File: src/rtl/core/tsat_pkg.sv
// Shared types and constants for the three-sigma activity threshold core.
package tsat_pkg;

    localparam int SAMPLE_W    = 16;
    localparam int MEAN_W      = 16;
    localparam int VAR_W       = 24;
    localparam int THR_W       = 20;
    localparam int SD_W        = 16;   // floor(sqrt(var * 256)) < 2^16
    localparam int TERM_W      = 18;   // term < 3 * sd
    localparam int PROD_W      = 42;   // 3 * sd * var
    localparam int FRAC_W      = 8;
    localparam int SQRT_IN_W   = VAR_W + FRAC_W;
    localparam int SQRT_STEPS  = SQRT_IN_W / 2;
    localparam int ONE_Q8      = 256;
    localparam int MEAN_MAX    = 32767;
    localparam int MEAN_NEGMAX = 32768;

    typedef struct packed {
        logic signed [SAMPLE_W-1:0] sample;
        logic                       last;
    } in_item_t;

    typedef struct packed {
        logic signed [THR_W-1:0]  threshold;
        logic signed [MEAN_W-1:0] mean;
        logic [VAR_W-1:0]         variance;
        logic                     too_few;
    } out_item_t;

    typedef enum logic [3:0] {
        ST_IDLE,
        ST_LOAD,
        ST_MEAN,
        ST_NQ,
        ST_SS,
        ST_NUM,
        ST_DEN,
        ST_VDIV,
        ST_SQRT,
        ST_TMUL,
        ST_TDIV,
        ST_DONE
    } state_t;

endpackage

File: src/rtl/core/tsat_alu.sv
// Shared add/subtract unit with carry out (carry = no borrow on subtract).
module tsat_alu #(
    parameter int AW = 8
) (
    input  logic [AW-1:0] a,
    input  logic [AW-1:0] b,
    input  logic          sub,
    output logic [AW-1:0] sum,
    output logic          carry
);

    logic [AW:0] full;

    assign full  = {1'b0, a} + {1'b0, (sub ? ~b : b)} + {{AW{1'b0}}, sub};
    assign sum   = full[AW-1:0];
    assign carry = full[AW];

endmodule

File: src/rtl/core/tsat_accum.sv
// Row accumulators: sample count, running sum and running sum of squares.
module tsat_accum #(
    parameter int MAX_SAMPLES = 256,
    localparam int CW = $clog2(MAX_SAMPLES + 1),
    localparam int SW = tsat_pkg::SAMPLE_W + $clog2(MAX_SAMPLES),
    localparam int QW = 2 * tsat_pkg::SAMPLE_W - 1 + $clog2(MAX_SAMPLES)
) (
    input  logic                 clk,
    input  logic                 rst_n,
    input  logic                 acc_en,
    input  logic                 clear,
    input  tsat_pkg::in_item_t   item,
    output logic [CW-1:0]        count,
    output logic signed [SW-1:0] sum,
    output logic [QW-1:0]        sqsum
);

    logic [CW-1:0]                         count_reg;
    logic signed [SW-1:0]                  sum_reg;
    logic [QW-1:0]                         sqsum_reg;
    logic signed [2*tsat_pkg::SAMPLE_W-1:0] square;
    logic                                  room;

    assign square = item.sample * item.sample;
    assign room   = count_reg < CW'(MAX_SAMPLES);

    always_ff @(posedge clk or negedge rst_n)
    begin
        if (!rst_n)
        begin
            count_reg <= '0;
            sum_reg   <= '0;
            sqsum_reg <= '0;
        end
        else if (clear)
        begin
            count_reg <= '0;
            sum_reg   <= '0;
            sqsum_reg <= '0;
        end
        else if (acc_en && room)
        begin
            count_reg <= count_reg + CW'(1);
            sum_reg   <= sum_reg +
                         {{(SW - tsat_pkg::SAMPLE_W){item.sample[tsat_pkg::SAMPLE_W-1]}},
                          item.sample};
            sqsum_reg <= sqsum_reg + QW'($unsigned(square));
        end
    end

    assign count = count_reg;
    assign sum   = sum_reg;
    assign sqsum = sqsum_reg;

endmodule

File: src/rtl/core/tsat_seq.sv
// Result sequencer: mean, variance, sqrt and threshold on one shared adder.
module tsat_seq #(
    parameter int MAX_SAMPLES = 256,
    localparam int CW  = $clog2(MAX_SAMPLES + 1),
    localparam int SW  = tsat_pkg::SAMPLE_W + $clog2(MAX_SAMPLES),
    localparam int QW  = 2 * tsat_pkg::SAMPLE_W - 1 + $clog2(MAX_SAMPLES),
    localparam int DW0 = (CW + QW > 2 * SW) ? CW + QW : 2 * SW,
    localparam int DW  = (DW0 > tsat_pkg::PROD_W) ? DW0 : tsat_pkg::PROD_W,
    localparam int STW = $clog2(DW)
) (
    input  logic                    clk,
    input  logic                    rst_n,
    input  logic                    start,
    input  logic                    take,
    input  logic [CW-1:0]           count,
    input  logic signed [SW-1:0]    sum,
    input  logic [QW-1:0]           sqsum,
    output logic                    busy,
    output logic                    done,
    output logic                    clear,
    output tsat_pkg::out_item_t     result
);

    localparam int AW = DW + 1;

    tsat_pkg::state_t state_reg, state_next;
    logic [STW-1:0]   step_reg, step_next;
    logic [DW-1:0]    r_reg, r_next;
    logic [DW-1:0]    q_reg, q_next;
    logic [DW-1:0]    d_reg, d_next;
    logic [DW-1:0]    t_reg, t_next;
    logic signed [tsat_pkg::MEAN_W-1:0] mean_reg, mean_next;
    logic [tsat_pkg::VAR_W-1:0]         var_reg, var_next;
    logic signed [tsat_pkg::THR_W-1:0]  thr_reg, thr_next;
    logic                               few_reg, few_next;

    logic [AW-1:0] alu_a, alu_b, alu_sum;
    logic          alu_sub, alu_carry;

    logic [DW-1:0] div_r, div_q, mul_r, sq_r, sq_t, shl1, shl2;
    logic          last_step;
    logic [SW-1:0] sabs, mag;
    logic [tsat_pkg::MEAN_W:0]          mag_c, neg_c;
    logic signed [tsat_pkg::MEAN_W-1:0] mean_c;
    logic [tsat_pkg::VAR_W-1:0]         var_c;
    logic [tsat_pkg::SD_W-1:0]          sd;
    logic [tsat_pkg::TERM_W-1:0]        sd3, term;
    logic [tsat_pkg::VAR_W:0]           tdiv_den;
    logic [CW-1:0]                      count_m1;

    tsat_alu #(.AW(AW)) u_alu (
        .a     (alu_a),
        .b     (alu_b),
        .sub   (alu_sub),
        .sum   (alu_sum),
        .carry (alu_carry)
    );

    // operand select for the shared unit
    always_comb
    begin
        alu_a   = '0;
        alu_b   = '0;
        alu_sub = 1'b0;
        unique case (state_reg) inside
            tsat_pkg::ST_MEAN, tsat_pkg::ST_VDIV, tsat_pkg::ST_TDIV:
            begin
                alu_a   = {r_reg, q_reg[DW-1]};
                alu_b   = {1'b0, d_reg};
                alu_sub = 1'b1;
            end
            tsat_pkg::ST_NQ, tsat_pkg::ST_SS, tsat_pkg::ST_DEN, tsat_pkg::ST_TMUL:
            begin
                alu_a = {r_reg, 1'b0};
                alu_b = q_reg[DW-1] ? {1'b0, d_reg} : '0;
            end
            tsat_pkg::ST_NUM:
            begin
                alu_a   = {1'b0, t_reg};
                alu_b   = {1'b0, r_reg};
                alu_sub = 1'b1;
            end
            tsat_pkg::ST_SQRT:
            begin
                alu_a   = {r_reg[DW-2:0], q_reg[DW-1:DW-2]};
                alu_b   = {t_reg[DW-2:0], 2'b01};
                alu_sub = 1'b1;
            end
            default:
            begin
            end
        endcase
    end

    // per-step results of each kind of iteration
    assign div_r     = alu_carry ? alu_sum[DW-1:0] : alu_a[DW-1:0];
    assign div_q     = {q_reg[DW-2:0], alu_carry};
    assign mul_r     = alu_sum[DW-1:0];
    assign sq_r      = alu_carry ? alu_sum[DW-1:0] : alu_a[DW-1:0];
    assign sq_t      = {t_reg[DW-2:0], alu_carry};
    assign shl1      = {q_reg[DW-2:0], 1'b0};
    assign shl2      = {q_reg[DW-3:0], 2'b00};
    assign last_step = (step_reg == '0);

    assign sabs     = sum[SW-1] ? SW'(-sum) : SW'(sum);
    assign count_m1 = count - CW'(1);

    // mean: magnitude quotient, sign restored, clamped to Q8.8
    assign mag    = div_q[SW-1:0];
    assign mag_c  = (mag > SW'(tsat_pkg::MEAN_NEGMAX)) ?
                    (tsat_pkg::MEAN_W+1)'(tsat_pkg::MEAN_NEGMAX) : mag[tsat_pkg::MEAN_W:0];
    assign neg_c  = -mag_c;
    assign mean_c = sum[SW-1] ? neg_c[tsat_pkg::MEAN_W-1:0] :
                    ((mag_c > (tsat_pkg::MEAN_W+1)'(tsat_pkg::MEAN_MAX)) ?
                     tsat_pkg::MEAN_W'(tsat_pkg::MEAN_MAX) : mag_c[tsat_pkg::MEAN_W-1:0]);

    assign var_c    = (|div_q[DW-1:tsat_pkg::VAR_W]) ? '1 : div_q[tsat_pkg::VAR_W-1:0];
    assign sd       = sq_t[tsat_pkg::SD_W-1:0];
    assign sd3      = {1'b0, sd, 1'b0} + {2'b00, sd};
    assign term     = div_q[tsat_pkg::TERM_W-1:0];
    assign tdiv_den = {1'b0, var_reg} + (tsat_pkg::VAR_W+1)'(tsat_pkg::ONE_Q8);

    always_comb
    begin
        state_next = state_reg;
        step_next  = step_reg;
        r_next     = r_reg;
        q_next     = q_reg;
        d_next     = d_reg;
        t_next     = t_reg;
        mean_next  = mean_reg;
        var_next   = var_reg;
        thr_next   = thr_reg;
        few_next   = few_reg;
        clear      = 1'b0;
        if (!last_step)
        begin
            step_next = step_reg - STW'(1);
        end
        unique case (state_reg)
            tsat_pkg::ST_IDLE:
            begin
                if (start)
                begin
                    state_next = tsat_pkg::ST_LOAD;
                end
            end
            tsat_pkg::ST_LOAD:
            begin
                r_next     = '0;
                q_next     = DW'(sabs) << (DW - SW);
                d_next     = DW'(count);
                step_next  = STW'(SW - 1);
                few_next   = count < CW'(2);
                var_next   = '0;
                thr_next   = '0;
                state_next = tsat_pkg::ST_MEAN;
            end
            tsat_pkg::ST_MEAN:
            begin
                r_next = div_r;
                q_next = div_q;
                if (last_step)
                begin
                    mean_next = mean_c;
                    if (few_reg)
                    begin
                        state_next = tsat_pkg::ST_DONE;
                    end
                    else
                    begin
                        r_next     = '0;
                        d_next     = DW'(sqsum);
                        q_next     = DW'(count) << (DW - CW);
                        step_next  = STW'(CW - 1);
                        state_next = tsat_pkg::ST_NQ;
                    end
                end
            end
            tsat_pkg::ST_NQ:
            begin
                r_next = mul_r;
                q_next = shl1;
                if (last_step)
                begin
                    t_next     = mul_r;
                    r_next     = '0;
                    d_next     = DW'(sabs);
                    q_next     = DW'(sabs) << (DW - SW);
                    step_next  = STW'(SW - 1);
                    state_next = tsat_pkg::ST_SS;
                end
            end
            tsat_pkg::ST_SS:
            begin
                r_next = mul_r;
                q_next = shl1;
                if (last_step)
                begin
                    state_next = tsat_pkg::ST_NUM;
                end
            end
            tsat_pkg::ST_NUM:
            begin
                // numerator n*Q - S*S is never negative
                t_next     = alu_sum[DW-1:0];
                r_next     = '0;
                d_next     = DW'(count_m1);
                q_next     = DW'(count) << (DW - CW);
                step_next  = STW'(CW - 1);
                state_next = tsat_pkg::ST_DEN;
            end
            tsat_pkg::ST_DEN:
            begin
                r_next = mul_r;
                q_next = shl1;
                if (last_step)
                begin
                    d_next     = mul_r << tsat_pkg::FRAC_W;
                    q_next     = t_reg;
                    r_next     = '0;
                    step_next  = STW'(DW - 1);
                    state_next = tsat_pkg::ST_VDIV;
                end
            end
            tsat_pkg::ST_VDIV:
            begin
                r_next = div_r;
                q_next = div_q;
                if (last_step)
                begin
                    var_next   = var_c;
                    q_next     = DW'({var_c, {tsat_pkg::FRAC_W{1'b0}}})
                                 << (DW - tsat_pkg::SQRT_IN_W);
                    r_next     = '0;
                    t_next     = '0;
                    step_next  = STW'(tsat_pkg::SQRT_STEPS - 1);
                    state_next = tsat_pkg::ST_SQRT;
                end
            end
            tsat_pkg::ST_SQRT:
            begin
                r_next = sq_r;
                q_next = shl2;
                t_next = sq_t;
                if (last_step)
                begin
                    r_next     = '0;
                    d_next     = DW'(sd3);
                    q_next     = DW'(var_reg) << (DW - tsat_pkg::VAR_W);
                    step_next  = STW'(tsat_pkg::VAR_W - 1);
                    state_next = tsat_pkg::ST_TMUL;
                end
            end
            tsat_pkg::ST_TMUL:
            begin
                r_next = mul_r;
                q_next = shl1;
                if (last_step)
                begin
                    r_next     = '0;
                    q_next     = DW'(mul_r[tsat_pkg::PROD_W-1:0]) << (DW - tsat_pkg::PROD_W);
                    d_next     = DW'(tdiv_den);
                    step_next  = STW'(tsat_pkg::PROD_W - 1);
                    state_next = tsat_pkg::ST_TDIV;
                end
            end
            tsat_pkg::ST_TDIV:
            begin
                r_next = div_r;
                q_next = div_q;
                if (last_step)
                begin
                    // mean + term stays inside Q12.8, no clamp needed
                    thr_next   = {{(tsat_pkg::THR_W - tsat_pkg::MEAN_W){mean_reg[tsat_pkg::MEAN_W-1]}},
                                  mean_reg} +
                                 {{(tsat_pkg::THR_W - tsat_pkg::TERM_W){1'b0}}, term};
                    state_next = tsat_pkg::ST_DONE;
                end
            end
            tsat_pkg::ST_DONE:
            begin
                if (take)
                begin
                    clear      = 1'b1;
                    state_next = tsat_pkg::ST_IDLE;
                end
            end
            default:
            begin
                state_next = tsat_pkg::ST_IDLE;
            end
        endcase
    end

    always_ff @(posedge clk or negedge rst_n)
    begin
        if (!rst_n)
        begin
            state_reg <= tsat_pkg::ST_IDLE;
            step_reg  <= '0;
        end
        else
        begin
            state_reg <= state_next;
            step_reg  <= step_next;
        end
    end

    always_ff @(posedge clk)
    begin
        r_reg    <= r_next;
        q_reg    <= q_next;
        d_reg    <= d_next;
        t_reg    <= t_next;
        mean_reg <= mean_next;
        var_reg  <= var_next;
        thr_reg  <= thr_next;
        few_reg  <= few_next;
    end

    assign busy = (state_reg != tsat_pkg::ST_IDLE);
    assign done = (state_reg == tsat_pkg::ST_DONE);

    assign result.threshold = thr_reg;
    assign result.mean      = mean_reg;
    assign result.variance  = var_reg;
    assign result.too_few   = few_reg;

endmodule

File: src/rtl/core/three_sigma_activity_threshold_core.sv
// Top level of the three-sigma activity threshold core.
//
// Takes signed Q8.8 samples one per cycle on the smp channel; an item with
// last set closes the row. Only a row's last sample starts a stall. Up to
// MAX_SAMPLES samples of a row are counted; later ones in the same row are
// dropped, but their last flag still closes the row. On the last sample the
// core stalls the smp channel while one shared adder/subtractor, run by a
// small sequencer, works through: mean (restoring divide, SW steps), n*Q
// (shift-add, CW steps), S*S (SW steps), the numerator subtract (1), n*(n-1)
// (CW steps), variance divide (DW steps), sqrt of var*256 (16 steps), 3*sd*var
// (24 steps) and the divide by 256+var (42 steps), plus a load and a result
// state. Here CW = clog2(MAX_SAMPLES+1), SW = 16+clog2(MAX_SAMPLES),
// DW = max(CW+QW, 2*SW, 42) with QW = 31+clog2(MAX_SAMPLES). A row of one
// sample ends after the mean. A result sits in an output register, so the next
// row's samples are taken while res_stall holds it. Rows with fewer than two
// samples flag too_few with zero variance and threshold. Variance saturates to
// 2^24-1.
module three_sigma_activity_threshold_core #(
    parameter int MAX_SAMPLES = 256
) (
    input  logic                clk,
    input  logic                rst_n,
    input  logic                smp_valid,
    output logic                smp_stall,
    input  tsat_pkg::in_item_t  smp_data,
    output logic                res_valid,
    input  logic                res_stall,
    output tsat_pkg::out_item_t res_data
);

    localparam int CW = $clog2(MAX_SAMPLES + 1);
    localparam int SW = tsat_pkg::SAMPLE_W + $clog2(MAX_SAMPLES);
    localparam int QW = 2 * tsat_pkg::SAMPLE_W - 1 + $clog2(MAX_SAMPLES);

    logic                 smp_take;
    logic                 seq_busy, seq_done, seq_clear, seq_take;
    logic [CW-1:0]        acc_count;
    logic signed [SW-1:0] acc_sum;
    logic [QW-1:0]        acc_sqsum;
    tsat_pkg::out_item_t  seq_result;

    logic                 res_valid_reg, res_valid_next;
    tsat_pkg::out_item_t  res_data_reg;

    // samples are taken only while the sequencer is idle
    assign smp_stall = seq_busy;
    assign smp_take  = smp_valid && !seq_busy;

    tsat_accum #(.MAX_SAMPLES(MAX_SAMPLES)) u_accum (
        .clk    (clk),
        .rst_n  (rst_n),
        .acc_en (smp_take),
        .clear  (seq_clear),
        .item   (smp_data),
        .count  (acc_count),
        .sum    (acc_sum),
        .sqsum  (acc_sqsum)
    );

    tsat_seq #(.MAX_SAMPLES(MAX_SAMPLES)) u_seq (
        .clk    (clk),
        .rst_n  (rst_n),
        .start  (smp_take && smp_data.last),
        .take   (seq_take),
        .count  (acc_count),
        .sum    (acc_sum),
        .sqsum  (acc_sqsum),
        .busy   (seq_busy),
        .done   (seq_done),
        .clear  (seq_clear),
        .result (seq_result)
    );

    // output register: loads when empty or being drained this cycle
    assign seq_take = seq_done && (!res_valid_reg || !res_stall);

    always_comb
    begin
        res_valid_next = res_valid_reg && res_stall;
        if (seq_take)
        begin
            res_valid_next = 1'b1;
        end
    end

    always_ff @(posedge clk or negedge rst_n)
    begin
        if (!rst_n)
        begin
            res_valid_reg <= 1'b0;
        end
        else
        begin
            res_valid_reg <= res_valid_next;
        end
    end

    always_ff @(posedge clk)
    begin
        if (seq_take)
        begin
            res_data_reg <= seq_result;
        end
    end

    assign res_valid = res_valid_reg;
    assign res_data  = res_data_reg;

endmodule

File: config.mk
export PLATFORM = sky130hd
export DESIGN_NAME = three_sigma_activity_threshold_core
export DESIGN_NICKNAME = d
export VERILOG_FILES = /design/src/rtl/core/tsat_pkg.sv /design/src/rtl/core/tsat_alu.sv /design/src/rtl/core/tsat_accum.sv /design/src/rtl/core/tsat_seq.sv /design/src/rtl/core/three_sigma_activity_threshold_core.sv
export SDC_FILE = /design/constraint.sdc
export NUM_CORES = 2
export LEC_CHECK = 0
export ABC_AREA = 1
export ABC_CLOCK_PERIOD_IN_PS = 17500
export BUFFER_PORTS_ARGS = -buffer_cell sky130_fd_sc_hd__buf_4
export CAP_MARGIN = 20
export CELL_PAD_IN_SITES_DETAIL_PLACEMENT = 2
export CELL_PAD_IN_SITES_GLOBAL_PLACEMENT = 2
export CORE_ASPECT_RATIO = 0.5
export CORE_MARGIN = 2
export CORE_UTILIZATION = 41
export DETAILED_ROUTE_END_ITERATION = 8
export PLACE_DENSITY = 0.95
export SLEW_MARGIN = 20
export SYNTH_ARGS = -nofsm -noshare
export SYNTH_HDL_FRONTEND = slang
export SYNTH_HIERARCHICAL = 1
export SYNTH_SLANG_ARGS = --single-unit
File: constraint.sdc
create_clock -name clk -period 17.5 [get_ports clk]
set_input_delay 1.75 -clock clk [delete_from_list [all_inputs] [get_ports clk]]
set_output_delay 1.75 -clock clk [all_outputs]
set_load 0.01 [all_outputs]
* Yosys cells after proc, flatten, opt, wreduce, memory -nomap -nowiden
Cells that the tools add are included.
** Operators by class
- Reductions and logical operators :: 33
- Order comparisons :: 4
- Muxes and demuxes :: 67
- Equality and inequality tests :: 22
- Bitwise gates (word level) :: 1
- $add $sub $neg :: 12
- Multiply operators :: 1
** Operators by type and width (count)
- 48-bit 2-to-1 mux :: 21
- 48-bit case mux with 10 select lines :: 1
- 49-bit case mux with 4 select lines :: 2
- 48-bit case mux with 7 select lines :: 1
- 48-bit case mux with 6 select lines :: 1
- 48-bit case mux with 4 select lines :: 1
- 24-bit 2-to-1 mux :: 5
- 39-bit 2-to-1 mux :: 2
- 49-bit by 49-bit adder with 50-bit output :: 1
- 50-bit by 1-bit adder with 50-bit output :: 1
- 49-bit 2-to-1 mux :: 1
- 49-bit NOT :: 1
- 24-bit case mux with 2 select lines :: 1
- 4-bit case mux with 12 select lines :: 1
- 4-bit 2-to-1 mux :: 11
- 6-bit 2-to-1 mux :: 7
- 6-bit case mux with 7 select lines :: 1
- 20-bit case mux with 2 select lines :: 1
- 39-bit by 32-bit adder with 39-bit output :: 1
- 16-bit by 16-bit multiplier with 32-bit output :: 1
- 16-bit 2-to-1 mux :: 2
- 24-bit by 9-bit adder with 25-bit output (second input constant) :: 1
- 24-bit adder :: 1
- 24-bit by 16-bit greater-than comparator with 1-bit output (second input constant) :: 1
- 39 further kinds :: 73
** Storage, ports and cells
- Register bits :: 397

* Logic depth before layout (Yosys ltp)
- Depth after elaboration :: 12
- Gate-level depth with buffers :: 41
- Depth with buffers taken out :: 40

* Modules after synthesis
The synthesis kept the hierarchy.
** By module, submodules not included
- tsat_seq :: area each 19283.5 sq um, cells each 2620, instances 1, seq. area each 7847.5 sq um
- tsat_accum :: area each 16030.4 sq um, cells each 2212, instances 1, seq. area each 1801.7 sq um
- tsat_alu :: area each 4765.8 sq um, cells each 940, instances 1, seq. area each 0.0 sq um
- three_sigma_activity_threshold_core :: area each 1900.6 sq um, cells each 71, instances 1, seq. area each 1856.8 sq um

* Worst setup path after synthesis
No wires, ideal clock.
- Path kind :: register -> register
- Start point :: reg u_seq.state_reg[1]
- End point :: reg u_seq.d_reg[0], enable pin
- Path buffers :: 0
- Arrival time :: 8.865 ns
- Required time :: 16.790 ns
- Cell stages (with the launch flop) :: 10
- Clock period less this slack :: 9.576 ns
- Library setup time :: 0.710 ns
- Slack :: 7.924 ns
- Cell sequence :: dfrtp_1 -> inv_2 -> nand2_1 -> nor2_2 -> inv_2 -> nand2_1 -> nor2_1 -> nand2_1 -> inv_1 -> a2111oi_0
** On the way
- Longest elaborated chain between the ends :: 3
- Elaborated cells between the ends (all ways) :: 15
** RTL lines
- from (decl) :: line tsat_seq.sv:26 : tsat_pkg::state_t state_reg, state_next;
- from (signal assigned) :: line tsat_seq.sv:300 : state_reg <= tsat_pkg::ST_IDLE;
- from (signal assigned) :: line tsat_seq.sv:305 : state_reg <= state_next;
- 4-bit by 1-bit == test with 1-bit output, or another cell as far along :: line tsat_seq.sv:140 : unique case (state_reg)
- 7-bit nonzero test (no source line), or another cell as far along
- 7-bit AND reduction (no source line) *
- to (signal assigned) :: line tsat_seq.sv:314 : d_reg <= d_next;
- to (decl) :: line tsat_seq.sv:30 : logic [DW-1:0] d_reg, d_next;
Every way passes the cells marked *; elsewhere a longest branch is shown, timed or not.
A chain may end at the register's enable or synchronous reset.

* Final worst setup path
- Start point :: reg u_seq.state_reg[1]
- End point :: reg u_seq/mean_reg[3] (netlist name), data pin
** On the way
- Elaborated cells between the ends (all ways) :: 25
** RTL lines
- 4-bit == test (no source line), or another cell as far along
- 4-bit OR reduction / 3-bit OR reduction (equally long branches) :: line tsat_seq.sv:65 : unique case (state_reg) inside
- 49-bit case mux with 4 select lines * :: line tsat_seq.sv:65
- net u_seq.alu_a[19] :: line tsat_seq.sv:37 : logic [AW-1:0] alu_a, alu_b, alu_sum;
- 49-bit by 49-bit adder with 50-bit output * :: line tsat_alu.sv:14 : assign full = {1'b0, a} + {1'b0, (sub ? ~b : b)} + {{AW{1'b0}}, sub};
- 50-bit by 1-bit adder with 50-bit output * :: line tsat_alu.sv:14
- net u_seq.alu_carry :: line tsat_seq.sv:38 : logic alu_sub, alu_carry;
- 24-bit by 16-bit greater-than comparator with 1-bit output :: line tsat_seq.sv:110 : assign mag_c = (mag > SW'(tsat_pkg::MEAN_NEGMAX)) ?
- 17-bit 2-to-1 mux * :: line tsat_seq.sv:110
- 17-bit by 15-bit greater-than comparator with 1-bit output :: line tsat_seq.sv:114 : ((mag_c > (tsat_pkg::MEAN_W+1)'(tsat_pkg::MEAN_MAX)) ?
- 16-bit 2-to-1 mux :: line tsat_seq.sv:114
- 16-bit 2-to-1 mux * :: line tsat_seq.sv:113 : assign mean_c = sum[SW-1] ? neg_c[tsat_pkg::MEAN_W-1:0] :
- net u_seq.mean_c, one bit :: line tsat_seq.sv:44 : logic signed [tsat_pkg::MEAN_W-1:0] mean_c;
- to (signal assigned) :: line tsat_seq.sv:316 : mean_reg <= mean_next;
- to (decl) :: line tsat_seq.sv:32 : logic signed [tsat_pkg::MEAN_W-1:0] mean_reg, mean_next;
The timed path passes the listed nets; every way through them passes the cells marked *.

==> results.toml <==
[setup_path]
critPathMaxFanout = 47
end_kind = "register"
worst-path-buf-inv = 8
setup.worst_path.class = "reg -> reg"
startpoint = "u_seq/state_reg[1]"
timing.critical_path.slowest_stage_cell = "sky130_fd_sc_hd__nand2_1"
r2r-start = "u_seq/state_reg[1]"
worst_path_largest_cell_delay_ns = 0.73
arrival_ns = 10.36
required_ns = 17.84
timing.critical_path.mode_cell = "sky130_fd_sc_hd__nand2_1"
cpLargestDelayFamily = "simple AND/OR/NAND/NOR gates"
cp-start-kind = "register"

[min_path]
worstHoldPathType = "reg -> reg"
launch_instance_of_the_worst_min_delay_path = "u_seq/thr_reg[16]"

[place]
place_inst = 7104
numPortBuffers = 83
dp.final_hpwl_mm = 172
routabilityCongestion = 0.989

[run]
maxCapViolCount = 0

[clock_network]
cts-root-to-sink-buffers = 3
insertion_delay_to_the_later_sink_of_the_worst_skew_pair_ns = 0.66
clkSinkCount = 397
clk_pin_slew_worst_paths_ns = 0.07
tritoncts = "done"
clock_tree_root_driver_cell = "sky130_fd_sc_hd__clkbuf_16"
cts.repair_timing.setup_buffer_count = 0
h-tree-depth = 2
cts_resized = 0
cts_hold_repair.buffers = 0
numCtsBuffers = 45

[route]
detailedRoute.firstIterationViolations = 6067
drt-total-wl_mm = 249
detailedRoute.firstPassIterationCount = 7
detail_route_antenna_nets = 0
avgRoutedWirePerCell_um = 34.6
drc = 0
detailroute.via_count = 47700
drt-vias-per-instance = 6.63

[timing]
achievable-frequency_ghz = 0.0998
final-hold-violation-count = 0
grt_setup_unrepaired = "no"
final_worst_path_period_share_pct = 57.2
final.setup_skew_ns = 0.0378
totalNegativeSetupSlack_ns = 0
setup-violations-final = 0
time_the_worst_path_needs_with_i_o_delays_and_setup_ns = 10.02
timing.final.max_slew_violations = 0
slew_headroom_pct = 12.6
slew_worst_pin_ns = 1.30

[grt]
number_of_antenna_violations_at_the_first_check_in_global_routing = 17
grt_util_all_layers_pct = 46.1
number_of_global_route_vias_before_repair = 51900
grt.overflow.total = 0
grt_busiest_layer = "met2"
globalRouteMet2Util_pct = 74.0
wire_length_of_the_first_global_routing_pass_mm = 361
pin_count_of_the_biggest_net_entering_global_routing = 85
met3_usage_pct = 15.1
groute.layer.met1.usage_pct = 52.4

[status]
run_status = "finished, final reports clean"

[die]
floorplan.initialDensity_pct = 41.6
die_w_um = 456
die_area_mm2 = 0.105
rows = 82
die_h_um = 230
area_of_the_placeable_core_mm2 = 0.101
boundaryPins = 84

[final_layout]
area_growth_syn_to_fin_pct = 8.02
final_cell_count_no_fill = 7198
final_nets = 6314
drive_gt1_share_pct = 6.11
largest_register_ff_count = 61

[synthesis]
post_synth_inst_count = 5824
syn_nets = 6329
avgSynthCellArea_um2 = 7.19
ys.warnings.count = 6
synth.cell_area_mm2 = 0.0419
-- stage by stage --
stage	util, %	setup WS [ns]	hold slack (ns)	cell area (um2)
after floorplan	-	7.92	0.400	41900
after global placement	43.4	8.27	0.403	43700
after detailed placement	43.4	7.56	0.411	43700
after CTS	44.9	8.09	0.427	45200
after global routing	44.9	7.32	0.436	45200
final	44.9	7.48	0.427	45300
-- path summary, 6_finish.rpt --
path	cells past startpoint	slack (ns)	endpoint
worst max-delay path	38	7.48	u_seq/mean_reg[3]
worst min-delay path	0	0.43	res_data[57]
worst max register to register	38	7.48	u_seq/mean_reg[3]
worst min register to register	0	0.43	res_data[57]
max in group asynchronous	2	15.18	u_accum/sqsum[4]
min in group asynchronous	1	1.05	u_accum/sum[14]
-- per-layer routing --
metal / vias up / part of all wire, %
li1: 18600 / -
met1: 23900 / 35
met2: 3776 / 45
met3: 1378 / 12
met4: 18 / 8.5
met5: - / 0.097
-- final cells by class --
| cell class | instances | area [um2] |
|---|---|---|
| Clock inverter | 20 | 234 |
| Multi-Input combinational cell | 4084 | 25300 |
| Sequential cell | 397 | 11500 |
| Timing Repair Buffer | 118 | 886 |
| Inverter | 1163 | 4370 |
| Fill cell | 11800 | 55500 |
| Clock buffer | 60 | 1230 |
| Tap cell | 1344 | 1680 |
| Antenna cell | 12 | 30.0 |
-- cell usage in the layout (no fill, tap or decap), types with 33 or more instances in the layout --
| master | n |
|---|---|
| sky130_fd_sc_hd__a21oi_1 | 318 |
| sky130_fd_sc_hd__buf_4 | 118 |
| sky130_fd_sc_hd__clkbuf_16 | 46 |
| sky130_fd_sc_hd__dfrtp_1 | 83 |
| sky130_fd_sc_hd__edfxtp_1 | 314 |
| sky130_fd_sc_hd__fa_1 | 241 |
| sky130_fd_sc_hd__ha_1 | 243 |
| sky130_fd_sc_hd__inv_1 | 1124 |
| sky130_fd_sc_hd__inv_2 | 34 |
| sky130_fd_sc_hd__nand2_1 | 1523 |
| sky130_fd_sc_hd__nand2_2 | 43 |
| sky130_fd_sc_hd__nand3_1 | 292 |
| sky130_fd_sc_hd__nand4_1 | 64 |
| sky130_fd_sc_hd__nor2_1 | 413 |
| sky130_fd_sc_hd__nor2_2 | 33 |
| sky130_fd_sc_hd__nor3_1 | 55 |
| sky130_fd_sc_hd__o211ai_1 | 68 |
| sky130_fd_sc_hd__o21ai_0 | 299 |
| sky130_fd_sc_hd__o221ai_1 | 55 |
| sky130_fd_sc_hd__o22ai_1 | 39 |
| sky130_fd_sc_hd__xor2_1 | 110 |
Power is not shown: default switching activity piles up to over one toggle a cycle in this logic, so the estimate is an artifact.
